$ cat src/design/tlcd_pkg.sv
// Package for the timer / LCD line / interrupt unit.
// Holds register indexes, item kinds, timing constants and start addresses.
// No dependencies.
package tlcd_pkg;

    localparam int TLCD_COUNT_WIDTH = 32;

    localparam int CFG_INDEX_W = 3;
    localparam int CFG_DATA_W  = 8;

    localparam int S_TDATA_W = 40;  // instr_count(32) + master_enable(1), padded
    localparam int M_TDATA_W = 48;  // 41 result bits, padded

    // Configuration register indexes
    typedef enum logic [CFG_INDEX_W-1:0] {
        REG_TIMER_CONTROL    = 3'd0,
        REG_TIMER_RELOAD     = 3'd1,
        REG_LINE_COMPARE     = 3'd2,
        REG_STAT_ENABLES     = 3'd3,
        REG_INTERRUPT_ENABLE = 3'd4
    } cfg_reg_t;

    // Item kinds carried in tuser
    typedef enum logic {
        REQ_UPDATE   = 1'b0,
        REQ_DISPATCH = 1'b1
    } req_t;

    // LCD modes
    typedef enum logic [1:0] {
        MODE_HBLANK   = 2'd0,
        MODE_VBLANK   = 2'd1,
        MODE_OAM      = 2'd2,
        MODE_TRANSFER = 2'd3
    } lcd_mode_t;

    localparam logic [7:0] LINE_PERIOD  = 8'd114;
    localparam logic [7:0] LAST_LINE    = 8'd152;   // line count 153, wraps after this
    localparam logic [7:0] VBLANK_LINE  = 8'd144;
    localparam logic [7:0] OAM_END      = 8'd20;
    localparam logic [7:0] TRANSFER_END = 8'd63;

    localparam logic [6:0] VEC_NONE   = 7'h00;
    localparam logic [6:0] VEC_VBLANK = 7'h40;
    localparam logic [6:0] VEC_STAT   = 7'h48;
    localparam logic [6:0] VEC_TIMER  = 7'h50;

    // Request flag bit positions
    localparam int FLAG_VBLANK = 0;
    localparam int FLAG_STAT   = 1;
    localparam int FLAG_TIMER  = 2;
    localparam int FLAG_SERIAL = 3;
    localparam int FLAG_JOYPAD = 4;

    // Timer and divider period for a period select code
    function automatic logic [8:0] period_of(input logic [1:0] sel);
        logic [8:0] p;
        case (sel)
            2'd0:    p = 9'd256;
            2'd1:    p = 9'd4;
            2'd2:    p = 9'd16;
            2'd3:    p = 9'd64;
            default: p = 9'd256;
        endcase
        return p;
    endfunction

endpackage

$ cat src/design/timer_lcd_interrupt_unit.sv
// Top level of the timer / LCD line / interrupt unit.
// Depends on tlcd_pkg.
//
// Channel   Dir  Handshake         Contents
// s_*       in   tvalid/tready     tuser: req_type; tdata: instr_count, master_enable
// m_*       out  tvalid/tready     tdata: vector .. render_line, one result per item
// cfg_*     in   cfg_wr_en only    cfg_index selects register, cfg_wdata value
//
// Each item passes from input transfer to result through the input register,
// then through the state update into the result register.
// One item per cycle while m_* does not stall; bound by the single state update per cycle.
// rst_n clears all counters, marks, flags, configuration and both valid bits.
// A stall on m_* holds the result register; the input register still takes
// one more item, then s_tready drops until the result is taken.
module timer_lcd_interrupt_unit
    import tlcd_pkg::*;
#(
    parameter int COUNT_WIDTH = TLCD_COUNT_WIDTH
)(
    input  logic                   clk,
    input  logic                   rst_n,
    input  logic                   s_tvalid,
    output logic                   s_tready,
    // [31:0] instr_count, [32] master_enable, [39:33] zero
    input  logic [S_TDATA_W-1:0]   s_tdata,
    // [0] req_type
    input  logic                   s_tuser,
    output logic                   m_tvalid,
    input  logic                   m_tready,
    // [6:0] vector, [7] clear_master, [15:8] timer_value, [23:16] divider_value,
    // [31:24] line_value, [33:32] lcd_mode, [34] coincidence,
    // [39:35] pending_flags, [40] render_line, [47:41] zero
    output logic [M_TDATA_W-1:0]   m_tdata,
    input  logic                   cfg_wr_en,
    input  logic [CFG_INDEX_W-1:0] cfg_index,
    input  logic [CFG_DATA_W-1:0]  cfg_wdata
);

    // Configuration registers
    logic [2:0] timer_control_reg;
    logic [7:0] timer_reload_reg;
    logic [7:0] line_compare_reg;
    logic [3:0] stat_enables_reg;
    logic [4:0] interrupt_enable_reg;

    // Input register
    logic                   in_valid_reg;
    req_t                   in_type_reg;
    logic [COUNT_WIDTH-1:0] in_count_reg;
    logic                   in_me_reg;

    // Architectural state
    logic [COUNT_WIDTH-1:0] timer_mark_reg, timer_mark_next;
    logic [COUNT_WIDTH-1:0] divider_mark_reg, divider_mark_next;
    logic [COUNT_WIDTH-1:0] line_mark_reg, line_mark_next;
    logic [7:0]             timer_reg, timer_next;
    logic [7:0]             divider_reg, divider_next;
    logic [7:0]             line_reg, line_next;
    lcd_mode_t              mode_reg, mode_next;
    logic                   coin_reg, coin_next;
    logic [4:0]             flags_reg, flags_next;

    // Result register
    logic                   out_valid_reg;
    logic [M_TDATA_W-1:0]   out_data_reg, out_data_next;

    logic out_ready;
    logic fire;

    // Result register is free when empty or being drained this cycle
    assign out_ready = !out_valid_reg || m_tready;
    assign fire      = in_valid_reg && out_ready;
    assign s_tready  = !in_valid_reg || out_ready;

    assign m_tvalid = out_valid_reg;
    assign m_tdata  = out_data_reg;

    // Configuration writes
    always_ff @(posedge clk or negedge rst_n)
    begin
        if (!rst_n)
        begin
            timer_control_reg    <= '0;
            timer_reload_reg     <= '0;
            line_compare_reg     <= '0;
            stat_enables_reg     <= '0;
            interrupt_enable_reg <= '0;
        end
        else if (cfg_wr_en)
        begin
            case (cfg_reg_t'(cfg_index))
                REG_TIMER_CONTROL:    timer_control_reg    <= cfg_wdata[2:0];
                REG_TIMER_RELOAD:     timer_reload_reg     <= cfg_wdata;
                REG_LINE_COMPARE:     line_compare_reg     <= cfg_wdata;
                REG_STAT_ENABLES:     stat_enables_reg     <= cfg_wdata[3:0];
                REG_INTERRUPT_ENABLE: interrupt_enable_reg <= cfg_wdata[4:0];
                default:              ;  // drop writes beyond the register list
            endcase
        end
    end

    // Input register: take a transfer whenever the slot is free or drains now
    always_ff @(posedge clk or negedge rst_n)
    begin
        if (!rst_n)
            in_valid_reg <= 1'b0;
        else if (s_tready)
            in_valid_reg <= s_tvalid;
    end

    always_ff @(posedge clk)
    begin
        if (s_tready && s_tvalid)
        begin
            in_type_reg  <= req_t'(s_tuser);
            in_count_reg <= COUNT_WIDTH'(s_tdata[31:0]);
            in_me_reg    <= s_tdata[32];
        end
    end

    // One item's full update, written in the order the counters are visited
    always_comb
    begin
        logic [COUNT_WIDTH-1:0] tdiff, ddiff, ldiff, elapsed, period_w;
        logic                   tpast, dpast, lpast;
        logic [4:0]             active;
        logic [6:0]             vec;
        logic                   clr, render;

        timer_mark_next   = timer_mark_reg;
        divider_mark_next = divider_mark_reg;
        line_mark_next    = line_mark_reg;
        timer_next        = timer_reg;
        divider_next      = divider_reg;
        line_next         = line_reg;
        mode_next         = mode_reg;
        coin_next         = coin_reg;
        flags_next        = flags_reg;
        vec               = VEC_NONE;
        clr               = 1'b0;
        render            = 1'b0;
        active            = interrupt_enable_reg & flags_reg;

        period_w = COUNT_WIDTH'(period_of(timer_control_reg[1:0]));
        tdiff    = in_count_reg - timer_mark_reg;
        ddiff    = in_count_reg - divider_mark_reg;
        ldiff    = in_count_reg - line_mark_reg;
        // Advance only when count is strictly beyond mark + period, no wrap
        tpast    = (in_count_reg > timer_mark_reg) && (tdiff > period_w);
        dpast    = (in_count_reg > divider_mark_reg) && (ddiff > period_w);
        lpast    = (in_count_reg > line_mark_reg) && (ldiff > COUNT_WIDTH'(LINE_PERIOD));
        elapsed  = ldiff;

        if (in_type_reg == REQ_UPDATE)
        begin
            if (tpast)
            begin
                timer_mark_next = in_count_reg;
                if (timer_control_reg[2])
                begin
                    if (timer_reg == 8'hFF)
                    begin
                        // Overflow: reload and request the timer interrupt
                        timer_next             = timer_reload_reg;
                        flags_next[FLAG_TIMER] = 1'b1;
                    end
                    else
                        timer_next = timer_reg + 8'd1;
                end
            end

            if (dpast)
            begin
                divider_mark_next = in_count_reg;
                divider_next      = divider_reg + 8'd1;
            end

            coin_next = 1'b0;
            if (lpast)
            begin
                line_mark_next = in_count_reg;
                line_next      = (line_reg == LAST_LINE) ? 8'd0 : line_reg + 8'd1;
                elapsed        = '0;
                render         = (line_next < VBLANK_LINE);
                if (line_next == line_compare_reg)
                begin
                    coin_next = 1'b1;
                    if (stat_enables_reg[3])
                        flags_next[FLAG_STAT] = 1'b1;
                end
                if (line_next == VBLANK_LINE)
                begin
                    flags_next[FLAG_VBLANK] = 1'b1;
                    if (stat_enables_reg[1] && mode_next != MODE_VBLANK)
                        flags_next[FLAG_STAT] = 1'b1;
                    mode_next = MODE_VBLANK;
                end
            end

            // Mode within a visible line; vblank lines keep the mode
            if (line_next < VBLANK_LINE)
            begin
                if (elapsed < COUNT_WIDTH'(OAM_END))
                begin
                    if (stat_enables_reg[2] && mode_next != MODE_OAM)
                        flags_next[FLAG_STAT] = 1'b1;
                    mode_next = MODE_OAM;
                end
                else if (elapsed < COUNT_WIDTH'(TRANSFER_END))
                    mode_next = MODE_TRANSFER;
                else
                begin
                    if (stat_enables_reg[0] && mode_next != MODE_HBLANK)
                        flags_next[FLAG_STAT] = 1'b1;
                    mode_next = MODE_HBLANK;
                end
            end
        end
        else if (in_me_reg)
        begin
            // Fixed priority: vblank, stat, timer; serial and joypad only clear master
            if (active[FLAG_VBLANK])
            begin
                flags_next[FLAG_VBLANK] = 1'b0;
                vec = VEC_VBLANK;
                clr = 1'b1;
            end
            else if (active[FLAG_STAT])
            begin
                flags_next[FLAG_STAT] = 1'b0;
                vec = VEC_STAT;
                clr = 1'b1;
            end
            else if (active[FLAG_TIMER])
            begin
                flags_next[FLAG_TIMER] = 1'b0;
                vec = VEC_TIMER;
                clr = 1'b1;
            end
            else if (active[FLAG_SERIAL] || active[FLAG_JOYPAD])
                clr = 1'b1;
        end

        out_data_next = {7'd0, render, flags_next, coin_next, mode_next,
                         line_next, divider_next, timer_next, clr, vec};
    end

    // State and result update on each processed item
    always_ff @(posedge clk or negedge rst_n)
    begin
        if (!rst_n)
        begin
            timer_mark_reg   <= '0;
            divider_mark_reg <= '0;
            line_mark_reg    <= '0;
            timer_reg        <= '0;
            divider_reg      <= '0;
            line_reg         <= '0;
            mode_reg         <= MODE_HBLANK;
            coin_reg         <= 1'b0;
            flags_reg        <= '0;
        end
        else if (fire)
        begin
            timer_mark_reg   <= timer_mark_next;
            divider_mark_reg <= divider_mark_next;
            line_mark_reg    <= line_mark_next;
            timer_reg        <= timer_next;
            divider_reg      <= divider_next;
            line_reg         <= line_next;
            mode_reg         <= mode_next;
            coin_reg         <= coin_next;
            flags_reg        <= flags_next;
        end
    end

    always_ff @(posedge clk or negedge rst_n)
    begin
        if (!rst_n)
            out_valid_reg <= 1'b0;
        else if (out_ready)
            out_valid_reg <= in_valid_reg;
    end

    always_ff @(posedge clk)
    begin
        if (fire)
            out_data_reg <= out_data_next;
    end

endmodule

$ cat config.mk
export PLATFORM = sky130hd
export DESIGN_NAME = timer_lcd_interrupt_unit
export DESIGN_NICKNAME = d
export VERILOG_FILES = /design/src/design/tlcd_pkg.sv /design/src/design/timer_lcd_interrupt_unit.sv
export SDC_FILE = /design/constraint.sdc
export NUM_CORES = 1
export LEC_CHECK = 0
export BUFFER_PORTS_ARGS = -buffer_cell sky130_fd_sc_hd__buf_2
export CORE_MARGIN = 3
export CORE_UTILIZATION = 55
export DETAILED_ROUTE_END_ITERATION = 6
export PLACE_DENSITY_LB_ADDON = 0.25
export SETUP_SLACK_MARGIN = 0.2
export SLEW_MARGIN = 5
export SYNTH_ARGS = -nofsm -noshare
export SYNTH_HDL_FRONTEND = slang
export SYNTH_SLANG_ARGS = --single-unit
$ cat constraint.sdc
create_clock -name clk -period 5 [get_ports clk]
set_input_delay 1.5 -clock clk [delete_from_list [all_inputs] [get_ports clk]]
set_output_delay 1.5 -clock clk [all_outputs]
set_load 0.05 [all_outputs]
# Word-level counts from Yosys, hierarchy flattened
# Cells that the tools add are included.
# Widths: inputs -> output; s select.
[totals]
reg_bits = 229
latchBits = 0
ramBits = 0
romBits = 0
in_bits = 57
output_inout_bits = 50
word_cells = 135
mem_count = 0
[op_classes]
n_addsub = 6
n_mul = 0
div_mod_pow = 0
order_cmp = 10
n_eq_ne = 13
shifts = 0
mux = 50
bitwise = 4
n_reduce_logical = 28
[ops]
columns = ["cell", "n"]
rows = [
  ["$gt 32x32->1", 3],
  ["$sub 32x32->32", 3],
  ["$mux 8", 10],
  ["$gt 32x9->1", 2],
  ["$mux 32", 2],
  ["$pmux 9 s4", 1],
  ["$gt 32x7->1 const B", 1],
  ["$lt 32x5->1 const B", 1],
  ["$lt 32x6->1 const B", 1],
  ["$add 8x1->8 const B", 3],
  ["$eq 8x8->1 const B", 3],
  ["$mux 1", 22],
  ["$mux 7", 3],
  ["$mux 2", 10],
  ["$lt 8x8->1 const B", 2],
  ["$reduce_and 2->1", 6],
  ["$reduce_and 3->1", 3],
  ["$eq 8x8->1", 1],
  ["$logic_and 1x1->1", 8],
  ["$eq 3x2->1 const B", 2],
  ["$mux 3", 2],
  ["$and 5x3->5", 1],
  ["$eq 2x2->1 const B", 2],
  ["$reduce_or 4->1", 1],
  ["other kinds (13)", 18],
]

# Longest topological paths before layout
# Gate-level depths: netlist (run 1).
[logic_depth]
ltp_word = 13
mapped_depth = 19
ltp_nobuf = 18

# Worst setup path after synthesis (run 1)
# Ideal clock, no wire load.
[synth_path]
kind = "register -> register"
from = "reg in_count_reg[0]"
to = "reg out_data_reg[15], in the netlist m_tdata[15], data pin"
setup_ns = 0.260
t_arrival_ns = 4.123
required_ns = 4.740
path_slack_ns = 0.617
stages_incl_launch_ff = 20
path_buffers = 1
period_less_slack_ns = 4.383
path_cell_list = "edfxtp_1 -> inv_1 -> ha_1 -> fa_1 -> nor2b_1 -> o211ai_1 -> a211o_1 -> nand2_1 -> xor2_1 -> ha_1 -> nor4_1 -> mux2i_1 -> o211a_1 -> nor4_1 -> nand4_1 -> a2111oi_0 -> nand4_1 -> and3_1 -> clkbuf_1 -> mux2_2"
[synth_between]
elab_chain_cells = 5
elab_cells_between_ends = 6
cone_classes = "add/sub: 1; order compare: 2; mux: 2; reduce/logical: 1"
[synth_lines]
columns = ["element", "line", "rtl"]
rows = [
  ["from (decl)", "timer_lcd_interrupt_unit.sv:49", "logic [COUNT_WIDTH-1:0] in_count_reg;"],
  ["from (signal assigned)", "timer_lcd_interrupt_unit.sv:116", "in_count_reg <= COUNT_WIDTH'(s_tdata[31:0]);"],
  ["$sub 32x32->32", "timer_lcd_interrupt_unit.sv:145", "tdiff = in_count_reg - timer_mark_reg;"],
  ["$gt 32x9->1", "timer_lcd_interrupt_unit.sv:149", "tpast = (in_count_reg > timer_mark_reg) && (tdiff > period_w);"],
  ["$logic_and 1x1->1 *", "timer_lcd_interrupt_unit.sv:149", ""],
  ["$mux 8 *", "timer_lcd_interrupt_unit.sv:156", "if (tpast)"],
  ["$mux 8 *", "timer_lcd_interrupt_unit.sv:154", "if (in_type_reg == REQ_UPDATE)"],
  ["net out_data_next[15]", "timer_lcd_interrupt_unit.sv:65", "logic [M_TDATA_W-1:0] out_data_reg, out_data_next;"],
  ["to (signal assigned)", "timer_lcd_interrupt_unit.sv:288", "out_data_reg <= out_data_next;"],
  ["to (decl)", "timer_lcd_interrupt_unit.sv:65", ""],
]
# Mark *: on every way through the listed nets, which the timed path passes. The rest lies on a longest branch.
# A chain may end at the register's enable or synchronous reset.

# Worst setup path after layout (run 1)
[layout_path]
from = "reg in_count_reg[0]"
to = "reg timer_mark_reg[13]"
[layout_between]
elab_chain_cells = 4
elab_cells_between_ends = 5
cone_classes = "add/sub: 1; order compare: 2; reduce/logical: 2"
[layout_lines]
columns = ["element", "line", "rtl"]
rows = [
  ["$sub 32x32->32", "timer_lcd_interrupt_unit.sv:145", ""],
  ["$gt 32x9->1", "timer_lcd_interrupt_unit.sv:149", ""],
  ["$logic_and 1x1->1 *", "timer_lcd_interrupt_unit.sv:149", ""],
  ["$reduce_and 3->1 (no source line) *", "n/a", ""],
  ["to (signal assigned)", "timer_lcd_interrupt_unit.sv:265", "timer_mark_reg <= timer_mark_next;"],
  ["to (decl)", "timer_lcd_interrupt_unit.sv:53", "logic [COUNT_WIDTH-1:0] timer_mark_reg, timer_mark_next;"],
]
# Every way passes the cells marked *; elsewhere a longest branch is shown, timed or not.

==> metrics, run 1 <==
drt first-iter violations=1363; Post-synth EDFFs=between 60 and 70; Arrival @ worst endpoint=5.04 ns; Lkg Pwr=8.12 nW; Placed Cells=between 2000 and 2500; Worst slew margin=between 10% and 20%; final wirelength=42.8 mm; Gate Count Post-Synth=1751; startpoint type of the worst setup path=flip-flop; Hold Vio Cnt, Final=0; clock buffer depth=3; mapped cell area=~16000 µm²; post-DR wirelength/cell=between 15 and 20 µm; Clk pin slew, worst setup/hold paths=approximately 0.06 ns; RSZ-0062 raised after global routing=false; multi-input logic area=9480 µm²; Comb pwr share=50.7%; Die Wd=177 µm; cts hold-fix bufs=0; Vias=13800; worst slew pin tran=1.23 ns; DRC viols=1; Clock power frac=21.1%; GP Congestion=0.956; diodes inserted=0; Detailed Place HPWL=between 30 and 40 mm; Pre-Repair DR Iteration Count=7; syn avg cell area=roughly 9.2 µm²; CP max-delay cell=fa_1; Slew Limit Fails=0; Reg power frac=28.1%; first-pass GRT wire length=67.0 mm; die area=31500 µm²; hold slack=0.496 ns; final core utilization=a little over three fifths; YS warnings=0; Non-Filler Instances=2255; CTS H-tree depth=1; Sw Pwr=3.71 mW; Final setup viols=0; layout cells sized above 1=approximately 17%; Seq cells post-synth=222; synth unique cells=91; crit path time final=roughly 4.6 ns; Clock Latency Late Sink=0.55 ns; Worst VDD drop=~260 µV; top cells by area in the synthesized netlist=dfrtp_1 24%, edfxtp_1 13%, ha_1 8.4%; crit end category=flip-flop; vias in the first global route=approximately 13000; FP Rows=slightly above 60; failing checks=design-rule violations; initial antenna violation count=0; Clock Sink Count=222; pin count of the biggest net entering global routing=90; Synth top cells by count=161 x nand2_1, 154 x dfrtp_1, 138 x inv_1; sequential fraction of the synthesis area=36.5%; Tightest Hold Check Type=flip-flop to flip-flop; core footprint=between 20000 and 30000 µm²; Clock Tree Root=clkbuf_16; GRT Util Overall=26.2%; clock tree from TritonCTS=built; post-route clock period utilization=92.4%; Seq. cell area=just under 6000 µm²; CP required=around 5.4 ns; max reg flops=34; kind of critical path=flip-flop to flip-flop; Die Ht=~180 µm; Pint=roughly 5.4 mW; Max FO, Critical Path=14; IO Pins=107; Post-synth top flop=dfrtp_1; asr flop ratio synth=69.4%; layout filler cell count=approximately 2500; layout net count=2020; initial core utilization=56.0%; cells along the critical path=inv_1 > ha_1 > fa_1 > nor2b_2 > o211ai_1 > a211o_1 > nand2_1 > xor2_1 > ha_1 > nor4_1 > mux2i_1 > buf_4 > o221a_2 > o211ai_1 > o2111ai_1 > a2111oi_2 > nand4_1 > buf_6 > nand3_4 > clkbuf_16 > mux2_2; synthesis-to-finish area growth=12.3%; via/cell ratio=between 6 and 7; area leader, netlist=dfrtp_1; TritonCTS buffer count=25; Max-Cap Viols=0; Worst Skew=around 0.018 ns; port buffer count=between 80 and 90; most frequent cell after synthesis=nand2_1; final antenna-violating net count=0; GRT Residual Overflow=0; share of the synthesized area in the top cell type=a little under a quarter; setup TNS=0 ns; Max stage delay on crit path=0.42 ns; pwr dens=500 nW/µm²; Sw Ratio=40.8%; outcome=finished with violations; Max Freq=0.216 GHz
## critical path: cells and delay by family (launching register included)
| family | cells | cell delay [ns] |
|---|---|---|
| AND/OR/NAND/NOR | 5 | 0.80 |
| XOR/XNOR | 1 | 0.07 |
| buffers and inverters | 4 | 0.63 |
| multiplexers | 2 | 0.48 |
| adder cells (fa/ha/maj) | 3 | 0.90 |
| AO/OA/AOI/OAI | 6 | 1.28 |
| flip-flops | 1 | 0.34 |
## metrics by stage
stage | instance area, µm² | power, mW | setup WS, ns
2_1_floorplan | 16200 | 5.96 | 0.617
3_3_place_gp | 17100 | 6.88 | 0.349
3_5_place_dp | 17100 | 6.97 | 0.282
4_1_cts | 18000 | 8.93 | 0.247
5_1_grt | 18100 | 9.68 | 0.180
6_report | 18100 | 9.08 | 0.379
## final cells by class
type / count / area share, %
clock buffer: 27 / 3.49
multi-input combinational: 1329 / 52.3
timing repair buffer: 136 / 4.99
tap: 384 / 2.65
clock inverter: 19 / 1.26
inverter: 138 / 2.86
sequential: 222 / 32.5
## cells by family after synthesis
logic type | share of synthesized area, %
and+or+nand+nor | 17.0
AOI/OAI and AO/OA | 19.5
DFF | 36.5
buffers and inverters | 5.52
muxes | 8.93
adders and majority gates | 8.74
xor gates and xnor gates | 3.80
other | 0.0232
## cells in the final DEF (no fill, tap or decap), types with 32 or more instances in the layout
cell type	count
nand2_1	161
nand3_1	39
buf_2	85
xnor2_1	32
inv_1	137
nand4_1	34
ha_1	107
buf_4	42
a21o_1	38
nor3_1	38
xor2_1	38
edfxtp_1	68
dfrtp_1	154
nor2_1	97
a21oi_1	112
mux2_2	81
o21ai_0	115
## worst paths after layout
check                                startpoint  slack (ns)  cells after the start                   end
worst max-delay path            in_count_reg[0]        0.38                     21    timer_mark_reg[13]
worst min-delay path             divider_reg[7]        0.50                      1        divider_reg[7]
worst max register to register  in_count_reg[0]        0.38                     21    timer_mark_reg[13]
worst min register to register   divider_reg[7]        0.50                      1        divider_reg[7]
max in group asynchronous                 rst_n        3.14                      2     line_mark_reg[10]
min in group asynchronous                 rst_n        0.99                      1  divider_mark_reg[26]
## what timing repair did
item,in CTS,in global routing
buffers inserted,0,6
endpoints found under the setup margin,0,112
resized for setup,0,16
## routing by layer
| metal | wire length, µm | global-route usage [%] |
|---|---|---|
| met3 | 2410 | 2.59 |
| met2 | 19600 | 41.3 |
| met4 | 1460 | 8.18 |
| met5 | 0 | 0 |
| met1 | 19300 | 38.2 |
## power groups by stage
stage	registers, mW	clock network (mW)	logic, mW
5_1_grt	2.60	2.04	5.03
2_1_floorplan	2.60	0	3.36
3_3_place_gp	2.56	0	4.32
3_5_place_dp	2.58	0	4.39
4_1_cts	2.55	1.96	4.42
6_report	2.55	1.92	4.60
(Power assumes the default switching activity.)
==> inputs of run 2 (changes only) <==
- ABC_AREA: not set -> 1
==> run 2 against run 1 <==
The flow now finishes without violations. Hold slack lost 0.015 ns. Sequential share of layout area shrank 0.70 points. Routed wire length grew 12%. Total power shrank 2.1%. Critical endpoint is now timer_mark_reg[0].
==> metrics, run 2 <==
outcome=finished clean; port buffer count=86 (unchanged); Gate Count Post-Synth=2495 (+42%); Max stage delay on crit path=0.66 ns (+0.24 ns); synth unique cells=52 (-43%); diodes inserted=0 (unchanged); Clock Sink Count=222 (unchanged); post_cts resized=0 (unchanged); sequential fraction of the synthesis area=34.9% (-1.6 points); met3 wire len=3.33 mm (+38%); Crit path depth=14 (-33%); commonest non-fill, non-tap cell in the layout=nand2_1; Synth top cells by count=769 x nand2_1, 464 x inv_1, 214 x nor2_1; Worst slew margin=44.3% (+27 points); Slew Limit Fails=0 (unchanged); startpoint type of the worst setup path=flip-flop; Post-CTS Setup Bufs=0 (unchanged); Max-Cap Viols=0 (unchanged); Post-synth top flop=dfrtp_1; RSZ-0062 raised after global routing=false; buffer and inverter count on the worst path=3 (-1); top cells by area in the synthesized netlist=dfrtp_1 23%, nand2_1 17%, edfxtp_1 12%; worst reg-to-reg setup slack=0.69 ns (+0.31 ns); CP max-delay cell=nand3_2; Detailed Place HPWL=38.5 mm (+20%); Vias=16000 (+16%); CP top delay family=simple AND/OR/NAND/NOR gates; Pint=4.84 mW (-9.8%); DP Area=17700 µm² (+3.5%); final wirelength=48.0 mm (+12%); Die Ht=181 µm (+2.2%); FP Rows=63 (+1.6%); initial antenna violation count=1 (+1); pwr dens=479 nW/µm² (-4.2%); Clk pin slew, worst setup/hold paths=0.06 ns (about the same); final worst slack=0.690 ns (+0.311 ns); Final setup viols=0 (unchanged); Sw Pwr=4.04 mW (+9.0%); share of the synthesized area in the top cell type=22.8% (-1.1 points); Non-Filler Cell Area, Final=18500 µm² (+2.2%); synthesis-to-finish area growth=9.66%; Post-synth EDFFs=68 (unchanged); Arrival @ worst endpoint=4.71 ns (-0.33 ns); layout filler cell count=2824 (+14%); worst slew pin tran=0.836 ns (-0.398 ns); Lkg Pwr=9.78 nW (+20%); Tightest Hold Check Type=flip-flop to flip-flop; IO Pins=107 (unchanged); layout net count=2753 (+36%); core footprint=30000 µm² (+3.8%); post-DR wirelength/cell=16.0 µm (-15%); Clock Latency Late Sink=0.54 ns (about the same); first-pass GRT wire length=76.5 mm (+14%); mapped cell area=16900 µm² (+4.7%); HP Start=timer_reload_reg[6]; Hold Path Depth=2 (+1); crit path time final=4.31 ns (-0.311 ns); most frequent cell after synthesis=nand2_1; R2R cell count=14 (-33%); Clock power frac=20.9% (-0.2 points); DR top layer=met4; Worst Skew=0.0189 ns (+0.000596 ns); drt first-iter violations=1192 (-13%); max reg flops=34 (unchanged); final core utilization=61.9% (-0.97 points); Max FO, Critical Path=38 (+24); Max Freq=0.232 GHz (+7.2%); asr flop ratio synth=69.4% (unchanged); vias in the first global route=15300 (+17%); Comb pwr share=49.9% (-0.8 points); setup TNS=0 ns (unchanged); FF-to-FF End=timer_mark_reg[0]; via/cell ratio=5.36 (-13%); hold slack=0.481 ns (-0.0145 ns); area leader, netlist=dfrtp_1; GRT Util Overall=28.7% (+2.5 points); Clock Tree Root=clkbuf_16; syn avg cell area=6.78 µm² (-27%); CTS H-tree depth=1 (unchanged); clock buffer depth=3 (unchanged); Reg power frac=29.3% (+1.2 points); TritonCTS buffer count=26 (+4.0%); Seq cells post-synth=222 (unchanged); CP dominant cell by count=nand2_1; GP Congestion=0.982 (+2.7%); most frequent cells in the layout=769 x nand2_1, 464 x inv_1, 214 x nor2_1; met2 wire length=22.6 mm (+15%); initial core utilization=56.4% (+0.47 points); reg-to-reg critical path startpoint=in_count_reg[1]; met1 WL=20.5 mm (+5.9%); Hold Vio Cnt, Final=0 (unchanged); Worst VDD drop=283 µV (+7.2%); cts hold-fix bufs=0 (unchanged); CP required=5.40 ns (-0.02 ns); Placement Setup Slack=0.755 ns (+0.474 ns); pin count of the biggest net entering global routing=86 (-4.4%); post-route clock period utilization=86.2% (-6.2 points); DRC viols=0 (-1); Sw Ratio=45.5% (+4.7 points); cells along the critical path=inv_1 > fa_1 > o21ai_2 > nand2_1 > nand2_1 > inv_1 > o21ai_0 > nand2_1 > o2111a_1 > nor3_1 > nand3_2 > buf_12 > nand2_1 > o21ai_0; YS warnings=0 (unchanged); Hold EP=timer_reload_reg[6]; final antenna-violating net count=0 (unchanged); Die Wd=181 µm (+2.2%); crit end category=flip-flop; clock tree from TritonCTS=built; GRT Residual Overflow=0 (unchanged); die area=32900 µm² (+4.5%); layout cells sized above 1=6.45% (-11 points); kind of critical path=flip-flop to flip-flop; Pre-Repair DR Iteration Count=5 (-2)
[run 2: power groups by stage]
| stage | Combinational [mW] | Clock [mW] | Sequential, mW |
|---|---|---|---|
| finish | 4.43 | 1.86 | 2.60 |
| detailed placement | 4.35 | 0 | 2.62 |
| floorplan | 3.17 | 0 | 2.68 |
| global route | 4.98 | 1.97 | 2.64 |
| global placement | 4.26 | 0 | 2.60 |
| CTS | 4.38 | 1.90 | 2.59 |
[run 2: metrics by stage]
step | total power [mW] | cells
4_1_cts | 8.87 | 2995
3_3_place_gp | 6.86 | 2947
3_5_place_dp | 6.97 | 2947
5_1_grt | 9.59 | 2995
2_1_floorplan | 5.85 | 2507
6_report | 8.88 | 2995
[run 2: worst max path at each step]
stage	from	endpoint	slack, ns
3_3_place_gp	in_count_reg[1]	divider_mark_reg[0]	0.85
6_report	in_count_reg[1]	timer_mark_reg[0]	0.69
3_5_place_dp	in_count_reg[1]	timer_mark_reg[13]	0.76
5_1_grt	in_count_reg[1]	timer_mark_reg[0]	0.36
4_1_cts	in_count_reg[1]	timer_mark_reg[0]	0.66
2_1_floorplan	m_tready	m_tdata[10]	1.51
[run 2: area by class of cell]
| cell class | count | area [µm²] | area share, % |
|---|---|---|---|
| timing repair buffer | 93 | 527 | 2.84 |
| sequential | 222 | 5900 | 31.8 |
| clock inverter | 17 | 133 | 0.715 |
| tap | 390 | 488 | 2.63 |
| multi-input combinational | 1775 | 9040 | 48.8 |
| inverter | 467 | 1750 | 9.46 |
| clock buffer | 31 | 701 | 3.78 |
[run 2: metal layers]
metal  vias up  global-route usage [%]
met3       106                    5.21
met5         -                       0
met2       495                    48.9
met1      7394                    37.2
met4         0                    9.20
li1       8048                       -
[run 2: logic make-up (layout without fill, tap and decap cells)]
logic type | count (synthesis) | count (layout) | synth area share [%]
fa+ha+maj | 111 | 111 | 8.35
compound gates | 357 | 357 | 11.5
simple gates | 1231 | 1231 | 30.0
other cells | 1 | 13 | 0.0222
flops | 222 | 222 | 34.9
mux | 1 | 1 | 0.0592
buf+inv | 510 | 608 | 12.0
xor+xnor | 62 | 62 | 3.21
[run 2: worst min-delay path: cells and delay by family (launching register included)]
kind	cells	cell delay [ns]
simple gates	1	0.05
flops	1	0.34
compound gates	1	0.05
